[src/design/oqa_pkg.sv]
package oqa_pkg;

    localparam int DATA_W    = 32;
    localparam int OP_W      = 2;
    localparam int STATUS_W  = 2;
    localparam int FILL_W    = 5;
    localparam int DIV_STEPS = 32;

    localparam logic [STATUS_W-1:0] ST_OK      = 2'd0;
    localparam logic [STATUS_W-1:0] ST_FULL    = 2'd1;
    localparam logic [STATUS_W-1:0] ST_EMPTY   = 2'd2;
    localparam logic [STATUS_W-1:0] ST_DIVZERO = 2'd3;

    localparam logic [OP_W-1:0] OP_ADD = 2'd0;
    localparam logic [OP_W-1:0] OP_SUB = 2'd1;
    localparam logic [OP_W-1:0] OP_MUL = 2'd2;
    localparam logic [OP_W-1:0] OP_DIV = 2'd3;

    localparam logic ACC_PUSH = 1'b0;
    localparam logic ACC_POP  = 1'b1;

    typedef struct packed {
        logic [DATA_W-1:0] a;
        logic [DATA_W-1:0] b;
        logic [OP_W-1:0]   op;
    } t_entry;

    localparam int ENTRY_W = $bits(t_entry);

    typedef struct packed {
        logic                exec;
        logic [STATUS_W-1:0] status;
        logic [FILL_W-1:0]   fill;
        logic [DATA_W-1:0]   a;
        logic [DATA_W-1:0]   b;
        logic [OP_W-1:0]     op;
    } t_cmd;

endpackage

[src/design/oqa_req_if.sv]
interface oqa_req_if;
    logic                                valid;
    logic                                ready;
    logic                                access;
    logic signed [oqa_pkg::DATA_W-1:0]   operand_a;
    logic signed [oqa_pkg::DATA_W-1:0]   operand_b;
    logic [oqa_pkg::OP_W-1:0]            opcode;

    modport source (output valid, access, operand_a, operand_b, opcode, input ready);
    modport sink   (input valid, access, operand_a, operand_b, opcode, output ready);
endinterface

[src/design/oqa_rsp_if.sv]
interface oqa_rsp_if;
    logic                                valid;
    logic                                ready;
    logic signed [oqa_pkg::DATA_W-1:0]   result;
    logic                                result_valid;
    logic [oqa_pkg::STATUS_W-1:0]        status;
    logic [oqa_pkg::FILL_W-1:0]          fill_level;

    modport source (output valid, result, result_valid, status, fill_level, input ready);
    modport sink   (input valid, result, result_valid, status, fill_level, output ready);
endinterface

[src/design/oqa_ram.sv]
module oqa_ram #(
    parameter int WIDTH = 8,
    parameter int DEPTH = 16
) (
    input  logic                     i_clk,
    input  logic                     i_we,
    input  logic [$clog2(DEPTH)-1:0] i_waddr,
    input  logic [WIDTH-1:0]         i_wdata,
    input  logic                     i_re,
    input  logic [$clog2(DEPTH)-1:0] i_raddr,
    output logic [WIDTH-1:0]         o_rdata
);

    logic [WIDTH-1:0] r_mem [DEPTH];
    logic [WIDTH-1:0] r_rdata;

    always_ff @(posedge i_clk) begin
        if (i_we) begin
            r_mem[i_waddr] <= i_wdata;
        end
        if (i_re) begin
            r_rdata <= r_mem[i_raddr];
        end
    end

    assign o_rdata = r_rdata;

endmodule

[src/design/oqa_front.sv]
module oqa_front #(
    parameter int QUEUE_DEPTH = 16
) (
    input  logic                            i_clk,
    input  logic                            i_rst_n,
    oqa_req_if.sink                         i_req,
    output logic                            o_ram_we,
    output logic [$clog2(QUEUE_DEPTH)-1:0]  o_ram_waddr,
    output oqa_pkg::t_entry                 o_ram_wdata,
    output logic                            o_ram_re,
    output logic [$clog2(QUEUE_DEPTH)-1:0]  o_ram_raddr,
    input  oqa_pkg::t_entry                 i_ram_rdata,
    output logic                            o_cmd_valid,
    input  logic                            i_cmd_ready,
    output oqa_pkg::t_cmd                   o_cmd
);

    localparam int PW = $clog2(QUEUE_DEPTH);
    localparam int CW = $clog2(QUEUE_DEPTH + 1);

    logic [PW-1:0] r_wp;
    logic [PW-1:0] r_rp;
    logic [CW-1:0] r_count;
    logic [CW-1:0] n_count;
    logic [CW+4:0] fill_ext;

    logic                          r_stg_valid;
    logic                          r_stg_exec;
    logic [oqa_pkg::STATUS_W-1:0]  r_stg_status;
    logic [oqa_pkg::FILL_W-1:0]    r_stg_fill;

    logic accept;
    logic is_full;
    logic is_empty;
    logic push_ok;
    logic pop_ok;
    logic [PW-1:0] wp_inc;
    logic [PW-1:0] rp_inc;

    assign i_req.ready = !r_stg_valid || i_cmd_ready;
    assign accept      = i_req.valid && i_req.ready;
    assign is_full     = (r_count == CW'(QUEUE_DEPTH));
    assign is_empty    = (r_count == '0);
    assign push_ok     = accept && (i_req.access == oqa_pkg::ACC_PUSH) && !is_full;
    assign pop_ok      = accept && (i_req.access == oqa_pkg::ACC_POP) && !is_empty;

    assign wp_inc = (r_wp == PW'(QUEUE_DEPTH - 1)) ? '0 : PW'(r_wp + 1'b1);
    assign rp_inc = (r_rp == PW'(QUEUE_DEPTH - 1)) ? '0 : PW'(r_rp + 1'b1);

    always_comb begin
        n_count = r_count;
        if (push_ok) begin
            n_count = CW'(r_count + 1'b1);
        end else if (pop_ok) begin
            n_count = CW'(r_count - 1'b1);
        end
    end

    // fill level shows the low five bits of the count after this access
    assign fill_ext = {5'b0, n_count};

    assign o_ram_we          = push_ok;
    assign o_ram_waddr       = r_wp;
    assign o_ram_wdata.a     = i_req.operand_a;
    assign o_ram_wdata.b     = i_req.operand_b;
    assign o_ram_wdata.op    = i_req.opcode;
    assign o_ram_re          = pop_ok;
    assign o_ram_raddr       = r_rp;

    always_ff @(posedge i_clk) begin
        if (!i_rst_n) begin
            r_wp        <= '0;
            r_rp        <= '0;
            r_count     <= '0;
            r_stg_valid <= 1'b0;
        end else begin
            r_count <= n_count;
            if (push_ok) begin
                r_wp <= wp_inc;
            end
            if (pop_ok) begin
                r_rp <= rp_inc;
            end
            if (accept) begin
                r_stg_valid <= 1'b1;
            end else if (i_cmd_ready) begin
                r_stg_valid <= 1'b0;
            end
        end
    end

    // stage payload, classified at accept
    always_ff @(posedge i_clk) begin
        if (accept) begin
            r_stg_exec <= pop_ok;
            r_stg_fill <= fill_ext[4:0];
            if (i_req.access == oqa_pkg::ACC_PUSH) begin
                r_stg_status <= is_full ? oqa_pkg::ST_FULL : oqa_pkg::ST_OK;
            end else begin
                r_stg_status <= is_empty ? oqa_pkg::ST_EMPTY : oqa_pkg::ST_OK;
            end
        end
    end

    // operands arrive from the RAM's read register, in the cycle after the read
    always_comb begin
        o_cmd.exec   = r_stg_exec;
        o_cmd.status = r_stg_status;
        o_cmd.fill   = r_stg_fill;
        o_cmd.a      = i_ram_rdata.a;
        o_cmd.b      = i_ram_rdata.b;
        o_cmd.op     = i_ram_rdata.op;
    end

    assign o_cmd_valid = r_stg_valid;

endmodule

[src/design/oqa_cmd_fifo.sv]
module oqa_cmd_fifo (
    input  logic           i_clk,
    input  logic           i_rst_n,
    input  logic           i_valid,
    output logic           o_ready,
    input  oqa_pkg::t_cmd  i_cmd,
    output logic           o_valid,
    input  logic           i_ready,
    output oqa_pkg::t_cmd  o_cmd
);

    oqa_pkg::t_cmd r_mem [2];
    logic          r_wr;
    logic          r_rd;
    logic [1:0]    r_cnt;
    logic          push;
    logic          pop;

    assign o_ready = (r_cnt != 2'd2);
    assign o_valid = (r_cnt != 2'd0);
    assign push    = i_valid && o_ready;
    assign pop     = o_valid && i_ready;
    assign o_cmd   = r_mem[r_rd];

    always_ff @(posedge i_clk) begin
        if (!i_rst_n) begin
            r_wr  <= 1'b0;
            r_rd  <= 1'b0;
            r_cnt <= 2'd0;
        end else begin
            if (push) begin
                r_wr <= !r_wr;
            end
            if (pop) begin
                r_rd <= !r_rd;
            end
            if (push && !pop) begin
                r_cnt <= r_cnt + 2'd1;
            end else if (pop && !push) begin
                r_cnt <= r_cnt - 2'd1;
            end
        end
    end

    always_ff @(posedge i_clk) begin
        if (push) begin
            r_mem[r_wr] <= i_cmd;
        end
    end

endmodule

[src/design/oqa_back.sv]
module oqa_back (
    input  logic           i_clk,
    input  logic           i_rst_n,
    input  logic           i_cmd_valid,
    output logic           o_cmd_ready,
    input  oqa_pkg::t_cmd  i_cmd,
    oqa_rsp_if.source      o_rsp
);

    localparam int SW = $clog2(oqa_pkg::DIV_STEPS);

    typedef enum logic [1:0] {
        S_IDLE,
        S_DIV,
        S_FIN
    } t_state;

    t_state                         r_state;
    logic [SW-1:0]                  r_step;
    logic [oqa_pkg::DATA_W-1:0]     r_rem;
    logic [oqa_pkg::DATA_W-1:0]     r_quo;
    logic [oqa_pkg::DATA_W-1:0]     r_dvs;
    logic                           r_neg;
    logic [oqa_pkg::FILL_W-1:0]     r_fill;

    logic                           r_out_valid;
    logic [oqa_pkg::DATA_W-1:0]     r_result;
    logic                           r_rvalid;
    logic [oqa_pkg::STATUS_W-1:0]   r_status;
    logic [oqa_pkg::FILL_W-1:0]     r_fill_out;

    logic                           out_free;
    logic                           take;
    logic                           start_div;
    logic                           load_out;
    logic [oqa_pkg::DATA_W:0]       trial;
    logic [oqa_pkg::DATA_W:0]       diff;
    logic                           ge;
    logic [oqa_pkg::DATA_W-1:0]     mag_a;
    logic [oqa_pkg::DATA_W-1:0]     mag_b;
    logic [oqa_pkg::DATA_W-1:0]     alu_res;

    assign out_free    = !r_out_valid || o_rsp.ready;
    assign o_cmd_ready = (r_state == S_IDLE) && out_free;
    assign take        = i_cmd_valid && o_cmd_ready;
    assign start_div   = i_cmd.exec && (i_cmd.op == oqa_pkg::OP_DIV) && (i_cmd.b != '0);
    assign load_out    = (take && !start_div) || (r_state == S_FIN);

    assign mag_a = i_cmd.a[oqa_pkg::DATA_W-1] ? (oqa_pkg::DATA_W'(0) - i_cmd.a) : i_cmd.a;
    assign mag_b = i_cmd.b[oqa_pkg::DATA_W-1] ? (oqa_pkg::DATA_W'(0) - i_cmd.b) : i_cmd.b;

    // one restoring step per cycle
    assign trial = {r_rem, r_quo[oqa_pkg::DATA_W-1]};
    assign diff  = trial - {1'b0, r_dvs};
    assign ge    = (trial >= {1'b0, r_dvs});

    always_comb begin
        case (i_cmd.op)
            oqa_pkg::OP_ADD: alu_res = i_cmd.a + i_cmd.b;
            oqa_pkg::OP_SUB: alu_res = i_cmd.a - i_cmd.b;
            oqa_pkg::OP_MUL: alu_res = i_cmd.a * i_cmd.b;
            default:         alu_res = '0;
        endcase
    end

    always_ff @(posedge i_clk) begin
        if (!i_rst_n) begin
            r_state     <= S_IDLE;
            r_out_valid <= 1'b0;
        end else begin
            if (load_out) begin
                r_out_valid <= 1'b1;
            end else if (r_out_valid && o_rsp.ready) begin
                r_out_valid <= 1'b0;
            end
            case (r_state)
                S_IDLE: begin
                    if (take) begin
                        if (start_div) begin
                            r_neg   <= i_cmd.a[oqa_pkg::DATA_W-1] ^ i_cmd.b[oqa_pkg::DATA_W-1];
                            r_quo   <= mag_a;
                            r_dvs   <= mag_b;
                            r_rem   <= '0;
                            r_step  <= '0;
                            r_fill  <= i_cmd.fill;
                            r_state <= S_DIV;
                        end else begin
                            r_fill_out  <= i_cmd.fill;
                            if (!i_cmd.exec) begin
                                r_result <= '0;
                                r_rvalid <= 1'b0;
                                r_status <= i_cmd.status;
                            end else if (i_cmd.op == oqa_pkg::OP_DIV) begin
                                r_result <= '0;
                                r_rvalid <= 1'b0;
                                r_status <= oqa_pkg::ST_DIVZERO;
                            end else begin
                                r_result <= alu_res;
                                r_rvalid <= 1'b1;
                                r_status <= oqa_pkg::ST_OK;
                            end
                        end
                    end
                end
                S_DIV: begin
                    r_rem  <= ge ? diff[oqa_pkg::DATA_W-1:0] : trial[oqa_pkg::DATA_W-1:0];
                    r_quo  <= {r_quo[oqa_pkg::DATA_W-2:0], ge};
                    r_step <= SW'(r_step + 1'b1);
                    if (r_step == SW'(oqa_pkg::DIV_STEPS - 1)) begin
                        r_state <= S_FIN;
                    end
                end
                S_FIN: begin
                    // apply the sign; INT_MIN / -1 wraps here
                    r_result    <= r_neg ? (oqa_pkg::DATA_W'(0) - r_quo) : r_quo;
                    r_rvalid    <= 1'b1;
                    r_status    <= oqa_pkg::ST_OK;
                    r_fill_out  <= r_fill;
                    r_state     <= S_IDLE;
                end
                default: begin
                    r_state <= S_IDLE;
                end
            endcase
        end
    end

    assign o_rsp.valid        = r_out_valid;
    assign o_rsp.result       = r_result;
    assign o_rsp.result_valid = r_rvalid;
    assign o_rsp.status       = r_status;
    assign o_rsp.fill_level   = r_fill_out;

endmodule

[src/design/operation_queue_with_alu_unit.sv]
// Path: front stage register, command FIFO, back output register; a divide with
// a nonzero divisor adds setup, 32 radix-2 steps in S_DIV and sign in S_FIN.
// Throughput: one item per cycle into the front while the FIFO has room; the
// back retires one item per cycle unless o_rsp stalls; divides hold it longer.
// Reset: synchronous active-low i_rst_n clears pointers, count and all valid
// state; the request RAM is not cleared.
module operation_queue_with_alu_unit #(
    parameter int QUEUE_DEPTH = 16
) (
    input  logic       i_clk,
    input  logic       i_rst_n,
    oqa_req_if.sink    i_req,
    oqa_rsp_if.source  o_rsp
);

    localparam int PW = $clog2(QUEUE_DEPTH);

    logic             ram_we;
    logic [PW-1:0]    ram_waddr;
    oqa_pkg::t_entry  ram_wdata;
    logic             ram_re;
    logic [PW-1:0]    ram_raddr;
    oqa_pkg::t_entry  ram_rdata;

    logic             fr_valid;
    logic             fr_ready;
    oqa_pkg::t_cmd    fr_cmd;
    logic             bk_valid;
    logic             bk_ready;
    oqa_pkg::t_cmd    bk_cmd;

    oqa_ram #(
        .WIDTH (oqa_pkg::ENTRY_W),
        .DEPTH (QUEUE_DEPTH)
    ) u_ram (
        .i_clk   (i_clk),
        .i_we    (ram_we),
        .i_waddr (ram_waddr),
        .i_wdata (ram_wdata),
        .i_re    (ram_re),
        .i_raddr (ram_raddr),
        .o_rdata (ram_rdata)
    );

    oqa_front #(
        .QUEUE_DEPTH (QUEUE_DEPTH)
    ) u_front (
        .i_clk       (i_clk),
        .i_rst_n     (i_rst_n),
        .i_req       (i_req),
        .o_ram_we    (ram_we),
        .o_ram_waddr (ram_waddr),
        .o_ram_wdata (ram_wdata),
        .o_ram_re    (ram_re),
        .o_ram_raddr (ram_raddr),
        .i_ram_rdata (ram_rdata),
        .o_cmd_valid (fr_valid),
        .i_cmd_ready (fr_ready),
        .o_cmd       (fr_cmd)
    );

    oqa_cmd_fifo u_cmd_fifo (
        .i_clk   (i_clk),
        .i_rst_n (i_rst_n),
        .i_valid (fr_valid),
        .o_ready (fr_ready),
        .i_cmd   (fr_cmd),
        .o_valid (bk_valid),
        .i_ready (bk_ready),
        .o_cmd   (bk_cmd)
    );

    oqa_back u_back (
        .i_clk       (i_clk),
        .i_rst_n     (i_rst_n),
        .i_cmd_valid (bk_valid),
        .o_cmd_ready (bk_ready),
        .i_cmd       (bk_cmd),
        .o_rsp       (o_rsp)
    );

endmodule

[src/flat_wrapper.sv]
// flat-port wrapper written by rule: the top's interface ports become plain ports
module operation_queue_with_alu_unit_flat 
#(
    parameter int QUEUE_DEPTH = 16
)
  (i_clk, i_rst_n, i_req_valid, i_req_access, i_req_operand_a, i_req_operand_b, i_req_opcode, i_req_ready, o_rsp_valid, o_rsp_result, o_rsp_result_valid, o_rsp_status, o_rsp_fill_level, o_rsp_ready);
  oqa_req_if i_req_i ();
  oqa_rsp_if o_rsp_i ();
  input  logic i_clk;
  input  logic i_rst_n;
  input wire logic [$bits(i_req_i.valid)-1:0] i_req_valid;
  input wire logic [$bits(i_req_i.access)-1:0] i_req_access;
  input wire logic [$bits(i_req_i.operand_a)-1:0] i_req_operand_a;
  input wire logic [$bits(i_req_i.operand_b)-1:0] i_req_operand_b;
  input wire logic [$bits(i_req_i.opcode)-1:0] i_req_opcode;
  output wire logic [$bits(i_req_i.ready)-1:0] i_req_ready;
  output wire logic [$bits(o_rsp_i.valid)-1:0] o_rsp_valid;
  output wire logic [$bits(o_rsp_i.result)-1:0] o_rsp_result;
  output wire logic [$bits(o_rsp_i.result_valid)-1:0] o_rsp_result_valid;
  output wire logic [$bits(o_rsp_i.status)-1:0] o_rsp_status;
  output wire logic [$bits(o_rsp_i.fill_level)-1:0] o_rsp_fill_level;
  input wire logic [$bits(o_rsp_i.ready)-1:0] o_rsp_ready;
  assign i_req_i.valid = i_req_valid;
  assign i_req_i.access = i_req_access;
  assign i_req_i.operand_a = i_req_operand_a;
  assign i_req_i.operand_b = i_req_operand_b;
  assign i_req_i.opcode = i_req_opcode;
  assign i_req_ready = i_req_i.ready;
  assign o_rsp_valid = o_rsp_i.valid;
  assign o_rsp_result = o_rsp_i.result;
  assign o_rsp_result_valid = o_rsp_i.result_valid;
  assign o_rsp_status = o_rsp_i.status;
  assign o_rsp_fill_level = o_rsp_i.fill_level;
  assign o_rsp_i.ready = o_rsp_ready;
  operation_queue_with_alu_unit #(.QUEUE_DEPTH(QUEUE_DEPTH)) u_core (.i_clk(i_clk), .i_rst_n(i_rst_n), .i_req(i_req_i), .o_rsp(o_rsp_i));
endmodule
[config.mk]
export PLATFORM = sky130hd
export DESIGN_NAME = operation_queue_with_alu_unit_flat
export DESIGN_NICKNAME = d
export VERILOG_FILES = /design/src/design/oqa_pkg.sv /design/src/design/oqa_req_if.sv /design/src/design/oqa_rsp_if.sv /design/src/design/oqa_ram.sv /design/src/design/oqa_front.sv /design/src/design/oqa_cmd_fifo.sv /design/src/design/oqa_back.sv /design/src/design/operation_queue_with_alu_unit.sv /design/src/flat_wrapper.sv
export SDC_FILE = /design/constraint.sdc
export NUM_CORES = 2
export LEC_CHECK = 0
export ABC_AREA = 1
export BUFFER_PORTS_ARGS = -buffer_cell sky130_fd_sc_hd__clkbuf_2
export CAP_MARGIN = 0
export CORE_MARGIN = 10
export CORE_UTILIZATION = 30
export CTS_BUF_LIST = sky130_fd_sc_hd__clkbuf_16
export DETAILED_ROUTE_END_ITERATION = 16
export PLACE_DENSITY_LB_ADDON = 0.08
export SETUP_SLACK_MARGIN = 0.4
export SLEW_MARGIN = 40
export SYNTH_ARGS = -nofsm -noshare
export SYNTH_HDL_FRONTEND = slang
export SYNTH_SLANG_ARGS = --single-unit
[constraint.sdc]
create_clock -name i_clk -period 14.95 [get_ports i_clk]
set_input_delay 0.7475 -clock i_clk [delete_from_list [all_inputs] [get_ports i_clk]]
set_output_delay 0.7475 -clock i_clk [all_outputs]
set_load 0.02 [all_outputs]
; After elaboration in Yosys (flattened, before gate mapping)
; Memories as Yosys holds them, arrays and structs flattened. A register that Yosys moved wholly into a read port is not among the register bits.
; Cells that the tools add are included.
[totals]
regBits = 176
ram_bits = 1204
output_inout_bits = 42
elab_cells = 151
mem_count = 2
[op_classes]
add_sub_neg = 13
mul = 1
magnitude_cmp = 1
eq_ne = 14
n_mux = 55
bitwise_logic = 2
reduce_logical = 40
[mem_list]
columns = memory, words, word_bits, read_ports, rd_ports_with_merged_regs, write_ports, line
row1 = u_core.u_ram.r_mem, 16, 66, 1, 1, 1, oqa_ram.sv:14  ; logic [WIDTH-1:0] r_mem [DEPTH];
row2 = u_core.u_cmd_fifo.r_mem, 2, 74, 1, 1, 1, oqa_cmd_fifo.sv:12  ; oqa_pkg::t_cmd r_mem [2];
[ops]
columns = operator, n
row1 = $mux W32, 11
row2 = $pmux W32 S2, 3
row3 = $pmux W32 S3, 1
row4 = $sub A1 B32 Y32 const A, 3
row5 = $sub A32 B32 Y32, 2
row6 = $ge A33 B32 Y1, 1
row7 = $add A32 B32 Y32, 1
row8 = $mul A32 B32 Y32, 1
row9 = $reduce_bool A32 Y1, 1
row10 = $mux W31, 1
row11 = $mux W5, 6
row12 = $mux W2, 11
row13 = $pmux W5 S2, 2
row14 = $mux W1, 15
row15 = $logic_and A1 B1 Y1, 14
row16 = $reduce_and A4 Y1, 3
row17 = $reduce_bool A2 Y1, 6
row18 = $add A5 B1 Y5 const B, 2
row19 = $eq A5 B5 Y1 const B, 2
row20 = $ne A2 B2 Y1 const B, 5
row21 = $logic_not A1 Y1, 9
row22 = $add A4 B1 Y4 const B, 2
row23 = $eq A4 B4 Y1 const B, 2
row24 = $mux W4, 2
row25 = 13 further kinds, 20

; Depth between registers and ports, before layout
[depth]
ltp_word = 7
ltp_mapped = 44
depth_no_buf = 41

; Cells and area by module
; From an unflattened synthesis, not the netlist that was laid out.
[unflattened]
cells_unflattened = 9015
area_unflattened_um2 = 85319.3
[modules_own_cells]
columns = mod, instances, cells_per_inst, area_per_inst_um2, seq_area_each_um2
row1 = oqa_ram, 1, 4341, 47420.5, 33692.3
row2 = oqa_back, 1, 4149, 29973.7, 4474.3
row3 = oqa_cmd_fifo, 1, 267, 5826.8, 4544.4
row4 = oqa_front, 1, 258, 2098.3, 520.5

; Worst setup path before layout
; No wires, ideal clock.
[synth_path]
path_kind = register -> register
start = register with a tool-made name
end = register u_core.u_back.r_result, in the netlist u_core.u_back.o_rsp.result[28] (data pin)
setup_time_ns = 0.261
arrival_time_ns = 7.252
slack_ns = 7.438
path_stages_with_launch = 37
synth_period_minus_slack_ns = 7.512
cell_sequence = dfxtp_1 -> buf_6 -> inv_4 -> buf_6 -> buf_6 -> nand2_1 -> nand2_2 -> clkbuf_1 -> inv_1 -> clkbuf_1 -> nor2_1 -> fa_1 -> inv_1 -> fa_1 -> fa_1 -> fa_1 -> inv_1 -> fa_1 -> inv_1 -> fa_1 -> inv_1 -> fa_1 -> fa_1 -> ha_1 -> nand2_1 -> nor4_1 -> nand4_1 -> nand3_1 -> nand2_1 -> nand2_1 -> nand3_1 -> nand2_1 -> a21oi_1 -> o21ai_0 -> nand2_1 -> nand2_1 -> o21ai_0
[synth_rtl]
columns = item, line
row1 = "end signal, assigned", oqa_back.sv:98  ; r_result <= alu_res;
row2 = "end signal, assigned", oqa_back.sv:115  ; r_result <= r_neg ? (oqa_pkg::DATA_W'(0) - r_quo) : r_quo;
row3 = "end, declared", oqa_back.sv:27  ; logic [oqa_pkg::DATA_W-1:0] r_result;

==> flow_metrics.env <==
export IMPL_status="finished, final reports clean"
export IMPL_worst_setup_path_type="flop to flop"
export IMPL_die_width_um=528
export IMPL_worst_pin_slew_ns=0.949
export IMPL_yosysUniqueCellTypes=64
export IMPL_drt_first_pass_iters=5
export IMPL_floorplan_rows=186
export IMPL_skew_ns=0.0453
export IMPL_whs_path_depth=4
export IMPL_path_common_cell="fa_1"
export IMPL_ys_seq_area_share_pct=55.9
export IMPL_cts_tree="done"
export IMPL_hold_viol=0
export IMPL_critPathCaptureType="flop"
export IMPL_post_dp_cell_area_sq_um=82000
export IMPL_grt_max_degree=154
export IMPL_layout_setup_ws_ns=5.34
export IMPL_syn_area_per_cell_sq_um=11.0
export IMPL_yosysWarnings=0
export IMPL_root_buffer="clkbuf_16"
export IMPL_synth_enable_flop_cells=1425
export IMPL_antenna_found_initial=29
export IMPL_start_util_pct=30.1
export IMPL_post_cts_buffers=0
export IMPL_cts_resized=0
export IMPL_holdCritPathClass="input pin to flop"
export IMPL_dpl_hpwl_um=165000
export IMPL_core_area_sq_um=257000
export IMPL_path_depth=29
export IMPL_fin_area_sq_um=87200
export IMPL_grt_pass1_vias=52370
export IMPL_max_slew_margin_pct=36.8
export IMPL_num_vias=52453
export IMPL_clock_path_buffers=3
export IMPL_synth_area_sq_um=77300
export IMPL_synth_flop_cell="edfxtp_1"
export IMPL_synth_area_top_cells="edfxtp_1 55%, fa_1 11%, nor2_1 5.4%"
export IMPL_ant_nets=0
export IMPL_ctsHoldBuffers=0
export IMPL_setup_violations=0
export IMPL_grt_overflow=0
export IMPL_cts_buffers=165
export IMPL_path_buf_inv=6
export IMPL_grt_pass1_wl_um=375000
export IMPL_ys_async_sr_fraction_pct=0
export IMPL_reg2reg_slack_ns=5.34
export IMPL_r2r_cells=29
export IMPL_min_period_over_period_pct=64.3
export IMPL_die_y_um=528
export IMPL_avgRoutedWirePerCell_um=24.4
export IMPL_clk_latency_ns=0.83
export IMPL_drv_slew=0
export IMPL_synth_top_area_cell="edfxtp_1"
export IMPL_timing_rr_end="u_core.u_back.o_rsp.result[26]$_DFFE_PP_"
export IMPL_die_area_sq_um=278000
export IMPL_tns_ns=0
export IMPL_io_pins=113
export IMPL_drive_above_1_share_pct=8.26
export IMPL_period_needed_ns=9.61
export IMPL_clock_sinks=1447
export IMPL_syn_to_final_growth_pct=12.8
export IMPL_max_freq_mhz=104
export IMPL_grt_usage_pct=18.1
export IMPL_drt_wl_total_um=258000
export IMPL_rsz0062_at_grt="false"
export IMPL_gp_congestion=0.887
export IMPL_vias_per_cell=4.96
export IMPL_final_nets=7737
export IMPL_slowest_delay_ns=0.87
export IMPL_crit_family="adder cells"
export IMPL_clk_pin_slew_ns=0.06
export IMPL_fin_util_pct=34.0
export IMPL_ys_seq_elements=1447
export IMPL_syn_inst=6998
export IMPL_numPortBuffers=112
export IMPL_synth_top_area_share_pct=55.4
export IMPL_syn_nets=7679
export IMPL_hold_path_startpoint="o_rsp_ready"
export IMPL_critical_path_max_fanout=48
export IMPL_drc=0
export IMPL_cp_slowest_cell="clkinv_1"
export IMPL_cp_data_arrival_time_ns=10.17
export IMPL_drt_iter0_drc=4059
export IMPL_crit_required_ns=15.51
export IMPL_crit_path_start_kind="flop"
export IMPL_cap_viol_max_count=0
export IMPL_min_to="u_core.u_back.o_rsp.valid$_SDFFE_PN0P_"
export IMPL_place_ws_ns=5.63
export IMPL_h_tree_depth=4
-- worst reg2reg max path: cells and delay by family, from the launching register on --
family / cells / cell delay (ns)
AND/OR/NAND/NOR: 11 / 2.45
buffers and inverters: 6 / 1.60
AO/OA/AOI/OAI: 3 / 0.55
adder cells (fa/ha/maj): 9 / 4.22
flip-flops: 1 / 0.55
-- worst max path at each step --
| stage | startpoint | to |
|---|---|---|
| 6_report | flop | u_core.u_back.o_rsp.result[26]$_DFFE_PP_ |
| 5_1_grt | flop | u_core.u_back.o_rsp.result[26]$_DFFE_PP_ |
| 4_1_cts | flop | u_core.u_back.o_rsp.result[26]$_DFFE_PP_ |
| 3_5_place_dp | flop | u_core.u_back.o_rsp.result[26]$_DFFE_PP_ |
| 3_3_place_gp | flop | u_core.u_back.o_rsp.result[26]$_DFFE_PP_ |
| 2_1_floorplan | flop | u_core.u_back.o_rsp.result[28]$_DFFE_PP_ |
-- sequential cells by signal, summed over array words and instances, names as in the netlist, 5 cells and up, named ones only --
signal                          count
u_core.u_back.r_step                5
u_core.u_back.r_quo                32
u_core.u_back.r_rem                32
u_core.u_ram.o_rdata               66
u_core.u_back.o_rsp.fill_level      5
u_core.u_ram.r_mem               1056
u_core.u_front.r_count              5
u_core.u_back.o_rsp.result         32
u_core.u_front.r_stg_fill           5
u_core.u_cmd_fifo.r_mem           148
u_core.u_back.r_fill                5
u_core.u_back.r_dvs                32
-- per-layer routing --
layer  wire (um)  up-vias  GRT usage [%]  part of all wire, %
li1            -    24199              -                    -
met1      117000    26647           24.8                   45
met2      122000     1247           30.1                   47
met3       11800      342           2.56                  4.6
met4        7020       18           4.76                  2.7
met5         123        -              0                0.048
-- final cells by class --
type	count	area, sq um
repair buffers	245	1780
fillers	25725	169000
inverters	707	2680
clock buffers	165	4130
clock inverters	129	985
well taps	3384	4230
diodes	6	15.0
multi-input cells	4490	30100
flip-flops and latches	1447	43200
-- through the flow --
step                      hold WS (ns)  instances
after floorplan                  0.421       6998
after detailed placement         0.432      10271
after global placement           0.428      10265
after global routing             0.176      10569
final                            0.228      10573
after CTS                        0.146      10565
-- cell families (layout without fill, tap and decap cells) --
family	Yosys count	in the layout	synth area share [%]
AND/OR/NAND/NOR	2511	2511	13.0
flip-flops	1447	1447	55.9
AO/OA/AOI/OAI	1164	1164	9.33
buffers and inverters	1061	1246	5.35
adder cells (fa/ha/maj)	610	610	13.9
XOR/XNOR	108	108	1.22
multiplexers	97	97	1.26
other	0	6	0
-- cells in the mapped netlist, types with 11 or more instances --
master,instances
inv_2,19
nand2_2,12
clkbuf_1,289
nand2_1,1043
o21ai_0,523
fa_1,410
xor2_1,71
a31oi_1,20
buf_2,19
o21ai_1,29
xnor2_1,37
a21oi_1,209
o32ai_1,168
buf_6,12
ha_1,200
o211ai_1,38
or2_2,17
nand4_1,20
o221ai_1,100
nand3_1,205
nor2_1,1122
a21o_1,15
inv_1,676
buf_1,26
edfxtp_1,1425
mux2i_1,97
dfxtp_1,22
nor3_1,43
o21bai_1,11
-- placed cells by master, fill, tap and decap left out, drive strengths merged, types with 8 or more instances in the layout --
cell	synthesis	final
a21o	15	15
a21oi	209	209
a31oi	20	20
buf	65	133
clkbuf	289	277
clkinv	10	79
dfxtp	22	22
edfxtp	1425	1425
fa	410	410
ha	200	200
inv	697	750
mux2i	97	97
nand2	1057	1057
nand3	208	208
nand3b	9	9
nand4	22	22
nor2	1131	1131
nor3	52	52
nor4	8	8
o211ai	38	38
o21ai	563	563
o21bai	11	11
o221ai	100	100
o22ai	9	9
o32ai	168	168
or2	17	17
xnor2	37	37
xor2	71	71
Power is not shown: default switching activity piles up to over one toggle a cycle in this logic, so the estimate is an artifact.
